--- config.mk ---
export PLATFORM = sky130hd
export DESIGN_NAME = led_pattern_sequencer_top_flat
export DESIGN_NICKNAME = d
export VERILOG_FILES = /design/src/hdl/lps_pkg.sv /design/src/hdl/lps_if.sv /design/src/hdl/lps_pattern_regs.sv /design/src/hdl/lps_engine.sv /design/src/hdl/lps_result_buf.sv /design/src/hdl/led_pattern_sequencer_top.sv /design/src/flat_wrapper.sv
export SDC_FILE = /design/constraint.sdc
export NUM_CORES = 1
export LEC_CHECK = 0
export BUFFER_PORTS_ARGS = -buffer_cell sky130_fd_sc_hd__buf_2
export CAP_MARGIN = 20
export CELL_PAD_IN_SITES_DETAIL_PLACEMENT = 0
export CELL_PAD_IN_SITES_GLOBAL_PLACEMENT = 1
export CORE_AREA = 2 2 220 201
export CTS_CLUSTER_SIZE = 12
export DETAILED_ROUTE_END_ITERATION = 10
export DIE_AREA = 0 0 222 203
export GPL_TIMING_DRIVEN = 1
export MAX_ROUTING_LAYER = met4
export PLACE_DENSITY_LB_ADDON = 0.1
export REMOVE_ABC_BUFFERS = 1
export SYNTH_ARGS = -nofsm -noshare
export SYNTH_HDL_FRONTEND = slang
export SYNTH_SLANG_ARGS = --single-unit
--- constraint.sdc ---
create_clock -name i_clk -period 4.9 [get_ports i_clk]
set_input_delay 0.245 -clock i_clk [delete_from_list [all_inputs] [get_ports i_clk]]
set_output_delay 0.245 -clock i_clk [all_outputs]
set_load 0.01 [all_outputs]
--- src/hdl/lps_pkg.sv ---
package lps_pkg;

    localparam int PHASES_DEF        = 4;
    localparam int DURATION_BITS_DEF = 15;
    localparam int COUNT_BITS        = 2;
    localparam int CNT_W             = COUNT_BITS + 1;
    localparam int NUM_PATTERNS      = 4;
    localparam int CFG_IDX_W         = 3;
    localparam int CMD_W             = 3;
    localparam int MODE_W            = 3;
    localparam int TIME_W            = 32;
    localparam int PAT_W_DEF         = PHASES_DEF * DURATION_BITS_DEF + COUNT_BITS;

    typedef enum logic [CMD_W-1:0] {
        CMD_TICK      = 3'd0,
        CMD_SELECT    = 3'd1,
        CMD_FORCE_ON  = 3'd2,
        CMD_FORCE_OFF = 3'd3,
        CMD_TIMEOUT   = 3'd4
    } t_cmd;

    typedef enum logic [MODE_W-1:0] {
        MODE_INACTIVE  = 3'd0,
        MODE_BREATHE   = 3'd1,
        MODE_HEARTBEAT = 3'd2,
        MODE_FLASH     = 3'd3,
        MODE_STROBE    = 3'd4,
        MODE_BLINK     = 3'd5,
        MODE_TIMEOUT   = 3'd6
    } t_mode;

    typedef struct packed {
        logic  led_on;
        t_mode active_mode;
    } t_result;

    // code seven falls back to inactive
    function automatic t_mode clean_mode(input logic [MODE_W-1:0] m);
        t_mode res;
        if (m == 3'd7) begin
            res = MODE_INACTIVE;
        end else begin
            res = t_mode'(m);
        end
        return res;
    endfunction

endpackage

--- src/hdl/lps_if.sv ---
interface lps_in_if;
    logic                        valid;
    logic                        ready;
    logic [lps_pkg::CMD_W-1:0]   command;
    logic [lps_pkg::MODE_W-1:0]  mode;
    logic [lps_pkg::TIME_W-1:0]  timeout_ms;

    modport source (output valid, command, mode, timeout_ms, input ready);
    modport sink   (input valid, command, mode, timeout_ms, output ready);
endinterface

interface lps_out_if;
    logic                        valid;
    logic                        ready;
    logic                        led_on;
    logic [lps_pkg::MODE_W-1:0]  active_mode;

    modport source (output valid, led_on, active_mode, input ready);
    modport sink   (input valid, led_on, active_mode, output ready);
endinterface

interface lps_cfg_if #(
    parameter int DATA_W = lps_pkg::PAT_W_DEF
);
    logic                           valid;
    logic                           ready;
    logic [lps_pkg::CFG_IDX_W-1:0]  index;
    logic [DATA_W-1:0]              data;

    modport source (output valid, index, data, input ready);
    modport sink   (input valid, index, data, output ready);
endinterface

--- src/hdl/lps_pattern_regs.sv ---
module lps_pattern_regs #(
    parameter int PHASES        = lps_pkg::PHASES_DEF,
    parameter int DURATION_BITS = lps_pkg::DURATION_BITS_DEF,
    parameter int PAT_W         = PHASES * DURATION_BITS + lps_pkg::COUNT_BITS,
    parameter int IDX_W         = 2
) (
    input  logic                            i_clk,
    input  logic                            i_rst_n,
    input  logic                            i_wr_en,
    input  logic [lps_pkg::CFG_IDX_W-1:0]   i_wr_index,
    input  logic [PAT_W-1:0]                i_wr_data,
    input  lps_pkg::t_mode                  i_mode,
    input  logic [IDX_W-1:0]                i_phase,
    output logic [DURATION_BITS-1:0]        o_duration,
    output logic [lps_pkg::CNT_W-1:0]       o_count
);
    import lps_pkg::*;

    localparam int MAX_CNT = (PHASES < 4) ? PHASES : 4;

    logic [PAT_W-1:0] r_pattern [NUM_PATTERNS];
    logic [PAT_W-1:0] sel_pattern;
    logic [CNT_W-1:0] raw_count;

    always_ff @(posedge i_clk) begin
        if (!i_rst_n) begin
            for (int i = 0; i < NUM_PATTERNS; i++) begin
                r_pattern[i] <= '0;
            end
        end else if (i_wr_en && (i_wr_index < CFG_IDX_W'(NUM_PATTERNS))) begin
            r_pattern[i_wr_index[1:0]] <= i_wr_data;
        end
    end

    always_comb begin
        case (i_mode)
            MODE_HEARTBEAT: sel_pattern = r_pattern[0];
            MODE_FLASH:     sel_pattern = r_pattern[1];
            MODE_STROBE:    sel_pattern = r_pattern[2];
            MODE_BLINK:     sel_pattern = r_pattern[3];
            default:        sel_pattern = r_pattern[0];
        endcase
    end

    always_comb begin
        o_duration = '0;
        for (int k = 0; k < MAX_CNT; k++) begin
            if (i_phase == IDX_W'(k)) begin
                o_duration = sel_pattern[k*DURATION_BITS +: DURATION_BITS];
            end
        end
    end

    // phase count field holds count minus one, clipped to the table size
    always_comb begin
        raw_count = CNT_W'(sel_pattern[PHASES*DURATION_BITS +: COUNT_BITS]) + CNT_W'(1);
        if (raw_count > CNT_W'(MAX_CNT)) begin
            o_count = CNT_W'(MAX_CNT);
        end else begin
            o_count = raw_count;
        end
    end

endmodule

--- src/hdl/lps_engine.sv ---
module lps_engine #(
    parameter int DURATION_BITS = lps_pkg::DURATION_BITS_DEF,
    parameter int IDX_W         = 2
) (
    input  logic                            i_clk,
    input  logic                            i_rst_n,
    lps_in_if.sink                          i_in,
    input  logic                            i_res_full,
    output logic                            o_res_push,
    output lps_pkg::t_result                o_res_data,
    output lps_pkg::t_mode                  o_mode,
    output logic [IDX_W-1:0]                o_phase,
    input  logic [DURATION_BITS-1:0]        i_duration,
    input  logic [lps_pkg::CNT_W-1:0]       i_count
);
    import lps_pkg::*;

    localparam logic [TIME_W-1:0] TIME_MAX = '1;

    // input register
    logic                r_in_valid;
    logic [CMD_W-1:0]    r_cmd;
    logic [MODE_W-1:0]   r_mode_in;
    logic [TIME_W-1:0]   r_time_in;

    // block state
    t_mode               r_mode,    n_mode;
    logic [IDX_W-1:0]    r_phase,   n_phase;
    logic [TIME_W-1:0]   r_elapsed, n_elapsed;
    logic                r_led,     n_led;
    logic [TIME_W-1:0]   r_timeout, n_timeout;
    t_mode               r_follow,  n_follow;

    logic                advance;
    logic                in_ready;
    t_mode               sel_mode;
    logic [TIME_W-1:0]   elapsed_inc;
    logic [CNT_W-1:0]    phase_inc;

    assign advance    = r_in_valid && !i_res_full;
    assign in_ready   = !r_in_valid || !i_res_full;
    assign i_in.ready = in_ready;

    always_ff @(posedge i_clk) begin
        if (!i_rst_n) begin
            r_in_valid <= 1'b0;
        end else if (in_ready) begin
            r_in_valid <= i_in.valid;
        end
    end

    always_ff @(posedge i_clk) begin
        if (in_ready && i_in.valid) begin
            r_cmd     <= i_in.command;
            r_mode_in <= i_in.mode;
            r_time_in <= i_in.timeout_ms;
        end
    end

    always_ff @(posedge i_clk) begin
        if (!i_rst_n) begin
            r_mode    <= MODE_INACTIVE;
            r_phase   <= '0;
            r_elapsed <= '0;
            r_led     <= 1'b0;
            r_timeout <= '0;
            r_follow  <= MODE_INACTIVE;
        end else if (advance) begin
            r_mode    <= n_mode;
            r_phase   <= n_phase;
            r_elapsed <= n_elapsed;
            r_led     <= n_led;
            r_timeout <= n_timeout;
            r_follow  <= n_follow;
        end
    end

    assign sel_mode    = clean_mode(r_mode_in);
    assign elapsed_inc = (r_elapsed == TIME_MAX) ? r_elapsed : r_elapsed + TIME_W'(1);
    assign phase_inc   = CNT_W'(r_phase) + CNT_W'(1);

    always_comb begin
        n_mode    = r_mode;
        n_phase   = r_phase;
        n_elapsed = r_elapsed;
        n_led     = r_led;
        n_timeout = r_timeout;
        n_follow  = r_follow;
        case (t_cmd'(r_cmd))
            CMD_TICK: begin
                n_elapsed = elapsed_inc;
                if (r_mode inside {[MODE_HEARTBEAT:MODE_BLINK]}) begin
                    if (elapsed_inc >= TIME_W'(i_duration)) begin
                        n_elapsed = '0;
                        if (phase_inc >= i_count) begin
                            n_phase = '0;
                        end else begin
                            n_phase = phase_inc[IDX_W-1:0];
                        end
                        n_led = ~n_phase[0];
                    end
                end else if (r_mode == MODE_TIMEOUT) begin
                    if (elapsed_inc >= r_timeout) begin
                        n_led = 1'b0;
                        // timeout chained to timeout keeps running with the led off
                        if (r_follow != MODE_TIMEOUT) begin
                            n_mode    = r_follow;
                            n_phase   = '0;
                            n_elapsed = '0;
                            if (r_follow != MODE_INACTIVE) begin
                                n_led = 1'b1;
                            end
                        end
                    end
                end
            end
            CMD_SELECT: begin
                if (sel_mode != r_mode) begin
                    n_mode    = sel_mode;
                    n_phase   = '0;
                    n_elapsed = '0;
                    if (sel_mode != MODE_INACTIVE) begin
                        n_led = 1'b1;
                    end
                end
            end
            CMD_FORCE_ON: begin
                n_mode = MODE_INACTIVE;
                n_led  = 1'b1;
            end
            CMD_FORCE_OFF: begin
                n_mode = MODE_INACTIVE;
                n_led  = 1'b0;
            end
            CMD_TIMEOUT: begin
                n_timeout = r_time_in;
                n_follow  = sel_mode;
                if (r_mode != MODE_TIMEOUT) begin
                    n_mode    = MODE_TIMEOUT;
                    n_phase   = '0;
                    n_elapsed = '0;
                    n_led     = 1'b1;
                end
            end
            default: begin
            end
        endcase
    end

    assign o_res_push             = advance;
    assign o_res_data.led_on      = n_led;
    assign o_res_data.active_mode = n_mode;
    assign o_mode                 = r_mode;
    assign o_phase                = r_phase;

endmodule

--- src/hdl/lps_result_buf.sv ---
module lps_result_buf (
    input  logic                i_clk,
    input  logic                i_rst_n,
    input  logic                i_push,
    input  lps_pkg::t_result    i_data,
    output logic                o_full,
    lps_out_if.source           o_out
);
    import lps_pkg::*;

    localparam int DEPTH = 2;

    t_result           r_data [DEPTH];
    logic              r_wr_ptr;
    logic              r_rd_ptr;
    logic [1:0]        r_count;
    logic              pop;
    logic              push;

    assign o_full = (r_count == 2'(DEPTH));
    assign push   = i_push && !o_full;
    assign pop    = o_out.valid && o_out.ready;

    always_ff @(posedge i_clk) begin
        if (!i_rst_n) begin
            r_wr_ptr <= 1'b0;
            r_rd_ptr <= 1'b0;
            r_count  <= '0;
        end else begin
            if (push) begin
                r_wr_ptr <= ~r_wr_ptr;
            end
            if (pop) begin
                r_rd_ptr <= ~r_rd_ptr;
            end
            case ({push, pop})
                2'b10:   r_count <= r_count + 2'd1;
                2'b01:   r_count <= r_count - 2'd1;
                default: r_count <= r_count;
            endcase
        end
    end

    always_ff @(posedge i_clk) begin
        if (push) begin
            r_data[r_wr_ptr] <= i_data;
        end
    end

    assign o_out.valid       = (r_count != '0);
    assign o_out.led_on      = r_data[r_rd_ptr].led_on;
    assign o_out.active_mode = r_data[r_rd_ptr].active_mode;

endmodule

--- src/hdl/led_pattern_sequencer_top.sv ---
// channel   dir  handshake          word
// i_in      in   valid/ready        command, mode, timeout_ms
// o_out     out  valid/ready        led_on, active_mode (one word per input word)
// i_cfg     in   valid/ready        index, data (pattern registers 0..3)
//
// one input word per cycle sustained while the result buffer is not full; each word
// is held in the input register, where its state update and result are formed
// synchronous active-low reset clears state, patterns and the result buffer
// a two-word result buffer decouples o_out stalls; input stalls only when it is full
// i_cfg is always ready
module led_pattern_sequencer_top #(
    parameter int PHASES        = lps_pkg::PHASES_DEF,
    parameter int DURATION_BITS = lps_pkg::DURATION_BITS_DEF
) (
    input  logic        i_clk,
    input  logic        i_rst_n,
    lps_in_if.sink      i_in,
    lps_out_if.source   o_out,
    lps_cfg_if.sink     i_cfg
);
    import lps_pkg::*;

    localparam int PAT_W   = PHASES * DURATION_BITS + COUNT_BITS;
    localparam int MAX_CNT = (PHASES < 4) ? PHASES : 4;
    localparam int IDX_W   = $clog2(MAX_CNT);

    t_mode                      cur_mode;
    logic [IDX_W-1:0]           cur_phase;
    logic [DURATION_BITS-1:0]   duration;
    logic [CNT_W-1:0]           count;
    logic                       res_full;
    logic                       res_push;
    t_result                    res_data;

    assign i_cfg.ready = 1'b1;

    lps_pattern_regs #(
        .PHASES        (PHASES),
        .DURATION_BITS (DURATION_BITS),
        .PAT_W         (PAT_W),
        .IDX_W         (IDX_W)
    ) u_patterns (
        .i_clk      (i_clk),
        .i_rst_n    (i_rst_n),
        .i_wr_en    (i_cfg.valid),
        .i_wr_index (i_cfg.index),
        .i_wr_data  (PAT_W'(i_cfg.data)),
        .i_mode     (cur_mode),
        .i_phase    (cur_phase),
        .o_duration (duration),
        .o_count    (count)
    );

    lps_engine #(
        .DURATION_BITS (DURATION_BITS),
        .IDX_W         (IDX_W)
    ) u_engine (
        .i_clk      (i_clk),
        .i_rst_n    (i_rst_n),
        .i_in       (i_in),
        .i_res_full (res_full),
        .o_res_push (res_push),
        .o_res_data (res_data),
        .o_mode     (cur_mode),
        .o_phase    (cur_phase),
        .i_duration (duration),
        .i_count    (count)
    );

    lps_result_buf u_result_buf (
        .i_clk   (i_clk),
        .i_rst_n (i_rst_n),
        .i_push  (res_push),
        .i_data  (res_data),
        .o_full  (res_full),
        .o_out   (o_out)
    );

endmodule

--- src/flat_wrapper.sv ---
// flat-port wrapper written by rule: the top's interface ports become plain ports
module led_pattern_sequencer_top_flat import lps_pkg::*;
#(
    parameter int PHASES        = lps_pkg::PHASES_DEF,
    parameter int DURATION_BITS = lps_pkg::DURATION_BITS_DEF
)
  (i_clk, i_rst_n, i_in_valid, i_in_command, i_in_mode, i_in_timeout_ms, i_in_ready, o_out_valid, o_out_led_on, o_out_active_mode, o_out_ready, i_cfg_valid, i_cfg_index, i_cfg_data, i_cfg_ready);
  lps_in_if i_in_i ();
  lps_out_if o_out_i ();
  lps_cfg_if i_cfg_i ();
  input  logic i_clk;
  input  logic i_rst_n;
  input wire logic [$bits(i_in_i.valid)-1:0] i_in_valid;
  input wire logic [$bits(i_in_i.command)-1:0] i_in_command;
  input wire logic [$bits(i_in_i.mode)-1:0] i_in_mode;
  input wire logic [$bits(i_in_i.timeout_ms)-1:0] i_in_timeout_ms;
  output wire logic [$bits(i_in_i.ready)-1:0] i_in_ready;
  output wire logic [$bits(o_out_i.valid)-1:0] o_out_valid;
  output wire logic [$bits(o_out_i.led_on)-1:0] o_out_led_on;
  output wire logic [$bits(o_out_i.active_mode)-1:0] o_out_active_mode;
  input wire logic [$bits(o_out_i.ready)-1:0] o_out_ready;
  input wire logic [$bits(i_cfg_i.valid)-1:0] i_cfg_valid;
  input wire logic [$bits(i_cfg_i.index)-1:0] i_cfg_index;
  input wire logic [$bits(i_cfg_i.data)-1:0] i_cfg_data;
  output wire logic [$bits(i_cfg_i.ready)-1:0] i_cfg_ready;
  assign i_in_i.valid = i_in_valid;
  assign i_in_i.command = i_in_command;
  assign i_in_i.mode = i_in_mode;
  assign i_in_i.timeout_ms = i_in_timeout_ms;
  assign i_in_ready = i_in_i.ready;
  assign o_out_valid = o_out_i.valid;
  assign o_out_led_on = o_out_i.led_on;
  assign o_out_active_mode = o_out_i.active_mode;
  assign o_out_i.ready = o_out_ready;
  assign i_cfg_i.valid = i_cfg_valid;
  assign i_cfg_i.index = i_cfg_index;
  assign i_cfg_i.data = i_cfg_data;
  assign i_cfg_ready = i_cfg_i.ready;
  led_pattern_sequencer_top #(.PHASES(PHASES), .DURATION_BITS(DURATION_BITS)) u_core (.i_clk(i_clk), .i_rst_n(i_rst_n), .i_in(i_in_i), .o_out(o_out_i), .i_cfg(i_cfg_i));
endmodule
* After elaboration in Yosys (flattened, before gate mapping) *
Memories as Yosys holds them, arrays and structs flattened. A register that Yosys moved wholly into a read port is not among the register bits.
Index checks and enable logic that the tools add are counted.

operators by class
  muxes and demuxes = 57
  magnitude comparators = 7
  eq/ne operators = 25
  reduce and logical (&&, ||, !) cells = 21
  add/subtract/negate cells = 5
  bitwise gates (word level) = 3

operator list
  cell                   number
  $mux 32                8
  $pmux 62 s3            1
  $pmux 32 s3            1
  $mux 62                1
  $reduce_or 62->1       1
  $mux 15                4
  $add 32x1->32 const B  1
  $eq 32x32->1 const B   1
  $ge 32x15->1           1
  $ge 32x32->1           1
  $mux 2                 12
  $mux 3                 8
  $mux 1                 18
  $ne 3x3->1 const B     6
  $eq 3x3->1 const B     5
  $pmux 3 s4             1
  $eq 3x2->1 const B     3
  $reduce_bool 3->1      3
  $eq 2x2->1 const B     4
  $reduce_and 8->1       1
  $add 2x1->3 const B    2
  $logic_and 1x1->1      6
  $pmux 2 s3             1
  $pmux 1 s5             1
  21 further kinds       27

storage, ports and cells
  output and inout bits = 7
  memories kept = 2
  RAM bits = 256
  register bits = 116
  input port bits = 108

memory list
  name                         depth  width  rd ports  clocked after memory_dff  wr ports  RTL line                text
  u_core.u_patterns.r_pattern  4      62     4         0                         4         lps_pattern_regs.sv:21  logic [PAT_W-1:0] r_pattern [NUM_PATTERNS];
  u_core.u_result_buf.r_data   2      4      1         1                         1         lps_result_buf.sv:13    t_result r_data [DEPTH];

* Longest topological paths before layout *
  depth in word-level cells = 14
  depth in mapped cells = 22

* By module *
A second synthesis with hierarchy kept.

second synthesis, totals
  cell total of the unflattened synthesis = 1,626
  area total of the unflattened synthesis = 18,459.0 µm²

modules (own cells, without submodules)
  module                     cells an instance  area each (µm²)  instances
  lps_pattern_regs           820                11,397.2         1
  lps_engine                 766                6,526.3          1
  lps_result_buf             38                 524.3            1
  led_pattern_sequencer_top  2                  11.3             1

* Worst setup path after synthesis *
OpenSTA, ideal clock, no wires.

  kind = flip-flop to flip-flop
  start = register u_core.u_engine.r_mode[2] (netlist: u_core.u_engine.o_mode[2])
  end = memory u_core.u_result_buf.r_data[0][3] in the netlist's numbering, data pin
  path buffers = 7
  cell stages (with the launch flop) = 22
  required time = 4.642 ns
  arrival = 4.320 ns
  setup slack = 0.322 ns
  cells stage by stage = dfxtp_1 > clkbuf_1 > nor2b_1 > clkbuf_1 > and2_1 > clkbuf_1 > clkbuf_1 > buf_1 > buf_1 > a21oi_1 > o21ai_0 > a21oi_1 > ha_1 > a21o_1 > a221oi_1 > o211ai_1 > o2111ai_1 > o2111ai_1 > nor4_2 > buf_2 > nand3_1 > a31o_2

RTL lines
  item                      RTL line              text
  start: declaration        lps_engine.sv:27      t_mode r_mode, n_mode;
  start signal: assignment  lps_engine.sv:69      r_mode <= n_mode;
  end: declaration          lps_result_buf.sv:13

* Final worst setup path *
  start = register u_core.u_engine.r_elapsed[0]
  end = register u_core.u_engine.r_elapsed[29]

on the way
  cells in the longest elaborated chain, start to end = 7

ends and longest elaborated chain
  item                                           RTL line                              text
  start: declaration                             lps_engine.sv:29                      logic [TIME_W-1:0] r_elapsed, n_elapsed;
  start signal: assignment                       lps_engine.sv:71                      r_elapsed <= n_elapsed;
  $add 32x1->32 or $eq 32x32->1 (tied branches)  lps_engine.sv:79                      assign elapsed_inc = (r_elapsed == TIME_MAX) ? r_elapsed : r_elapsed + TIME_W'(1);
  $mux 32 *                                      lps_engine.sv:79
  $ge 32x32->1 or $mux 32 (tied branches)        lps_engine.sv:103, lps_engine.sv:106
  $mux 32                                        lps_engine.sv:103                     if (elapsed_inc >= r_timeout) begin
  $mux 32                                        lps_engine.sv:102                     end else if (r_mode == MODE_TIMEOUT) begin
  $mux 32 *                                      lps_engine.sv:92                      if (r_mode inside {[MODE_HEARTBEAT:MODE_BLINK]}) begin
  $pmux 32 s3 *                                  lps_engine.sv:89                      case (t_cmd'(r_cmd))

Every way passes the cells marked *; elsewhere a longest branch is shown, timed or not.
A chain may end at the register's enable or synchronous reset.

==> impl_metrics.prom <==
# TYPE chip_impl_metric gauge
chip_impl_metric{name="post-layout-total-power",unit="mW"} 7.43
chip_impl_metric{name="finalNetCount",unit=""} 2126
chip_impl_metric{name="dpl-instance-area",unit="mm2"} 0.0200
chip_impl_metric{name="fin_skew",unit="ns"} 0.0220
chip_impl_metric{name="postSynth.asyncResetShare",unit="%"} 0
chip_impl_metric{name="route.final.wire_length",unit="mm"} 50.4
chip_impl_metric{name="fp.dieW",unit="um"} 222
chip_impl_metric{name="critPathArrivalTime",unit="ns"} 4.99
chip_impl_metric{name="finalSetupTns",unit="ns"} 0
chip_impl_metric{name="final_area",unit="mm2"} 0.0223
chip_impl_metric{name="pre_cts_ws",unit="ns"} 0.0695
chip_impl_metric{name="num_clock_sinks",unit=""} 373
chip_impl_metric{name="detailedPlacementHpwl",unit="mm"} 31.8
chip_impl_metric{name="pwr-share-clk",unit="%"} 40.2
chip_impl_metric{name="synth-adder-area-share",unit="%"} 3.96
chip_impl_metric{name="drc",unit=""} 0
chip_impl_metric{name="number_of_h_tree_levels",unit=""} 2
chip_impl_metric{name="wl_per_cell",unit="um"} 19.8
chip_impl_metric{name="track_usage",unit="%"} 23.3
chip_impl_metric{name="number_of_maximum_capacitance_constraint_violations",unit=""} 0
chip_impl_info{name="hp-class",value="primary input to register"} 1
chip_impl_metric{name="final_critical_path_setup_slack",unit="ns"} 0.365
chip_impl_metric{name="die_area",unit="mm2"} 0.0451
chip_impl_metric{name="placed_cells_incl_taps",unit=""} 2379
chip_impl_info{name="rsz0062_at_grt",value="false"} 1
chip_impl_metric{name="power.combinational.fraction",unit="%"} 10.2
chip_impl_metric{name="slew_headroom",unit="%"} 28.7
chip_impl_metric{name="ys.warnings.count",unit=""} 0
chip_impl_metric{name="instances_no_fill",unit=""} 2545
chip_impl_info{name="setup.worst_path.end_class",value="register"} 1
chip_impl_info{name="main_combinational_cell_family_by_area_after_synthesis",value="simple AND/OR/NAND/NOR gates"} 1
chip_impl_info{name="ys_top_cells_by_count",value="sky130_fd_sc_hd__edfxtp_1 (294), sky130_fd_sc_hd__and2_1 (257), sky130_fd_sc_hd__nand2_1 (184)"} 1
chip_impl_metric{name="ys_types",unit=""} 74
chip_impl_metric{name="wl_met1",unit="mm"} 24.1
chip_impl_metric{name="final_hold_viol_count",unit=""} 0
chip_impl_metric{name="syn_inst",unit=""} 1772
chip_impl_metric{name="fin_crit",unit="ns"} 4.54
chip_impl_metric{name="vias",unit=""} 13819
chip_impl_metric{name="required",unit="ns"} 5.36
chip_impl_metric{name="p_seq_share",unit="%"} 49.7
chip_impl_metric{name="post_synth_mux_area_share",unit="%"} 0.625
chip_impl_metric{name="detailroute.wirelength.met2",unit="mm"} 23.5
chip_impl_metric{name="timing.final.max_slew_violations",unit=""} 0
chip_impl_metric{name="maxClockFrequency",unit="GHz"} 0.220
chip_impl_metric{name="vdd_drop_max",unit="uV"} 297
chip_impl_metric{name="grt_pass1_wl",unit="mm"} 79.3
chip_impl_metric{name="fill_cells",unit=""} 3827
chip_impl_metric{name="start_util",unit="%"} 43.7
chip_impl_metric{name="core_area",unit="mm2"} 0.0426
chip_impl_metric{name="clkTransAtPathRegs",unit="ns"} 0.06
chip_impl_metric{name="layout-area-overhead-vs-synth",unit="%"} 19.7
chip_impl_metric{name="synth_top_area_share",unit="%"} 47.4
chip_impl_metric{name="ports",unit=""} 115
chip_impl_metric{name="synth_area_per_cell",unit="um2"} 10.5
chip_impl_metric{name="cellInternalPower",unit="mW"} 5.63
chip_impl_metric{name="grt_start_max_net_pins",unit=""} 63
chip_impl_metric{name="min_period_over_period",unit="%"} 92.6
chip_impl_metric{name="io_buffer_count",unit=""} 113
chip_impl_metric{name="grt_antenna_before_repair",unit=""} 0
chip_impl_metric{name="power_leakage",unit="nW"} 8.11
chip_impl_metric{name="routed-wl-met3",unit="mm"} 2.03
chip_impl_metric{name="gp_routability_congestion",unit=""} 0.853
chip_impl_info{name="path_class",value="register to register"} 1
chip_impl_metric{name="finalSetupViolations",unit=""} 0
chip_impl_metric{name="worst_hold_slack",unit="ns"} 0.0192
chip_impl_metric{name="grt_remaining_overflow",unit=""} 0
chip_impl_metric{name="power_dens_cells",unit="mW/mm2"} 334
chip_impl_metric{name="synthesized_area_fraction_occupied_by_and_or_nand_nor_cells",unit="%"} 19.9
chip_impl_metric{name="first_iter_violations",unit=""} 1031
chip_impl_info{name="status",value="finished clean"} 1
chip_impl_metric{name="clock_latency",unit="ns"} 0.57
chip_impl_metric{name="fraction_of_layout_instances_using_a_drive_strength_above_1",unit="%"} 14.9
chip_impl_metric{name="grt_pass1_vias",unit=""} 13744
chip_impl_info{name="tritoncts",value="built"} 1
chip_impl_metric{name="tightest_slew",unit="ns"} 1.06
chip_impl_info{name="cp_launch_type",value="register"} 1
chip_impl_metric{name="synth_xor_xnor_area_share",unit="%"} 1.93
chip_impl_metric{name="route.detailed.vias_per_inst",unit=""} 5.43
chip_impl_metric{name="switching_share_of_power",unit="%"} 24.2
chip_impl_metric{name="synth_compound_gate_area_share",unit="%"} 13.9
chip_impl_info{name="most_area_consuming_cells_after_synthesis",value="sky130_fd_sc_hd__edfxtp_1 (47%), sky130_fd_sc_hd__and2_1 (8.6%), sky130_fd_sc_hd__dfxtp_1 (8.5%), sky130_fd_sc_hd__ha_1 (4.0%), sky130_fd_sc_hd__a21oi_1 (3.9%)"} 1
chip_impl_info{name="synth.most_common_cell",value="sky130_fd_sc_hd__edfxtp_1"} 1
chip_impl_metric{name="tritoncts.num_buffers",unit=""} 42
chip_impl_metric{name="path_max_fanout",unit=""} 16
chip_impl_metric{name="drt_pre_antenna_iters",unit=""} 5
chip_impl_metric{name="max-clock-path-buffers",unit=""} 3
chip_impl_metric{name="diodes",unit=""} 0
chip_impl_metric{name="core.rowCount",unit=""} 72
chip_impl_info{name="clk_root_buffer_cell",value="sky130_fd_sc_hd__clkbuf_16"} 1
chip_impl_info{name="synthFlopType",value="sky130_fd_sc_hd__edfxtp_1"} 1
chip_impl_metric{name="fin_util",unit="%"} 52.3
chip_impl_metric{name="yosysSeqAreaShare",unit="%"} 55.9
chip_impl_metric{name="p_sw",unit="mW"} 1.80
chip_impl_info{name="top_layer",value="met4"} 1
chip_impl_metric{name="cell_area_after_synthesis",unit="mm2"} 0.0186
chip_impl_metric{name="die_y",unit="um"} 203
chip_impl_metric{name="final_antenna_net_count",unit=""} 0
chip_impl_metric{name="synth-seq-cells",unit=""} 373
chip_impl_info{name="cell_type_with_the_highest_aggregate_area_in_the_netlist",value="sky130_fd_sc_hd__edfxtp_1"} 1
chip_impl_metric{name="synth_enable_flop_cells",unit=""} 294
## cell families after synthesis
logic type	after synthesis
muxes	11
adders and majority gates	59
AOI/OAI and AO/OA	408
other	1
xor gates and xnor gates	41
DFF	373
and+or+nand+nor	701
buffers and inverters	178
## layer usage
| layer | vias to the layer above | GRT usage (%) |
|---|---|---|
| met5 | - | - |
| met4 | 0 | 5.67 |
| met2 | 279 | 37.1 |
| met1 | 6759 | 32.2 |
| li1 | 6727 | - |
| met3 | 54 | 2.62 |
## cells in the final DEF (no fill, tap or decap), types with 15 or more instances in the layout
master | Yosys | final
sky130_fd_sc_hd__a21oi_1 | 146 | 141
sky130_fd_sc_hd__o21ai_0 | 89 | 88
sky130_fd_sc_hd__nand3_1 | 40 | 40
sky130_fd_sc_hd__and2_1 | 257 | 255
sky130_fd_sc_hd__nor2_1 | 116 | 116
sky130_fd_sc_hd__a221oi_1 | 17 | 15
sky130_fd_sc_hd__nand4_1 | 16 | 16
sky130_fd_sc_hd__inv_1 | 50 | 49
sky130_fd_sc_hd__clkbuf_16 | 0 | 42
sky130_fd_sc_hd__xnor2_1 | 23 | 23
sky130_fd_sc_hd__dlygate4sd3_1 | 0 | 90
sky130_fd_sc_hd__nand2_1 | 184 | 183
sky130_fd_sc_hd__a211oi_1 | 20 | 18
sky130_fd_sc_hd__nor3_1 | 17 | 17
sky130_fd_sc_hd__buf_4 | 2 | 57
sky130_fd_sc_hd__xor2_1 | 18 | 18
sky130_fd_sc_hd__dfxtp_1 | 79 | 77
sky130_fd_sc_hd__a22oi_1 | 63 | 63
sky130_fd_sc_hd__buf_2 | 7 | 113
sky130_fd_sc_hd__edfxtp_1 | 294 | 294
sky130_fd_sc_hd__ha_1 | 59 | 59
## registers in the layout, indices dropped and copies added, names as in the netlist, named ones only
register / count
u_core.u_result_buf.r_wr_ptr: 1
u_core.u_engine.o_mode: 3
u_core.u_engine.r_mode_in: 3
u_core.u_engine.r_follow: 3
u_core.u_result_buf.r_count: 2
u_core.u_engine.r_elapsed: 32
u_core.u_engine.r_time_in: 32
u_core.u_engine.r_in_valid: 1
u_core.u_patterns.r_pattern: 248
u_core.u_engine.o_phase: 2
u_core.u_result_buf.r_rd_ptr: 1
u_core.u_result_buf.r_data: 8
u_core.u_engine.r_cmd: 3
u_core.u_engine.r_timeout: 32
u_core.u_engine.r_led: 1
## worst max-delay path, cell delays in order (launching register included)
cell and delay [ns]:
sky130_fd_sc_hd__dfxtp_1 0.38, sky130_fd_sc_hd__ha_1 0.29, sky130_fd_sc_hd__and3_1 0.28, sky130_fd_sc_hd__a31oi_2 0.28, sky130_fd_sc_hd__and2_1 0.29, sky130_fd_sc_hd__nor3b_2 0.34
sky130_fd_sc_hd__nand3_1 0.14, sky130_fd_sc_hd__xnor2_1 0.25, sky130_fd_sc_hd__ha_1 0.29, sky130_fd_sc_hd__a211oi_1 0.24, sky130_fd_sc_hd__o21a_1 0.18, sky130_fd_sc_hd__o211ai_1 0.10
sky130_fd_sc_hd__o2111ai_1 0.16, sky130_fd_sc_hd__o2111ai_1 0.15, sky130_fd_sc_hd__nor4_2 0.25, sky130_fd_sc_hd__buf_4 0.23, sky130_fd_sc_hd__a21oi_4 0.08, sky130_fd_sc_hd__buf_4 0.23
sky130_fd_sc_hd__o31ai_1 0.24
## power groups by stage
stage | Clock [mW] | Sequential, mW | Combinational, mW
after floorplan | 0 | 3.74 | 0.382
after global placement | 0 | 3.75 | 0.692
after detailed placement | 0 | 3.76 | 0.699
after CTS | 3.04 | 3.69 | 0.757
after global routing | 3.17 | 3.71 | 0.832
final | 2.99 | 3.69 | 0.757
## what timing repair did
| action | in CTS | in global routing |
|---|---|---|
| setup endpoints to repair | 0 | 39 |
| setup buffers | 0 | 1 |
| resized for setup | 0 | 20 |
| hold buffers | 90 | 0 |
| hold endpoints to repair | 219 | 0 |
## path summary, 6_finish.rpt
check                               start                                  to  slack, ns  cells after the start
min reg2reg  u_core.u_engine.r_timeout[5]        u_core.u_engine.r_timeout[5]       0.45                      2
min                        i_cfg_data[10]  u_core.u_patterns.r_pattern[3][10]       0.02                      2
max reg2reg  u_core.u_engine.r_elapsed[0]       u_core.u_engine.r_elapsed[29]       0.36                     18
max          u_core.u_engine.r_elapsed[0]       u_core.u_engine.r_elapsed[29]       0.36                     18
## area by class of cell
| type | instances | area [um2] | share of cell area [%] |
|---|---|---|---|
| multi-input cells | 1221 | 7640 | 34.3 |
| clock buffers | 55 | 1130 | 5.07 |
| repair buffers | 269 | 2060 | 9.23 |
| well taps | 555 | 694 | 3.12 |
| clock inverters | 20 | 149 | 0.668 |
| flip-flops and latches | 373 | 10400 | 46.7 |
| inverters | 52 | 195 | 0.876 |
Power figures use the tool's default switching activity.
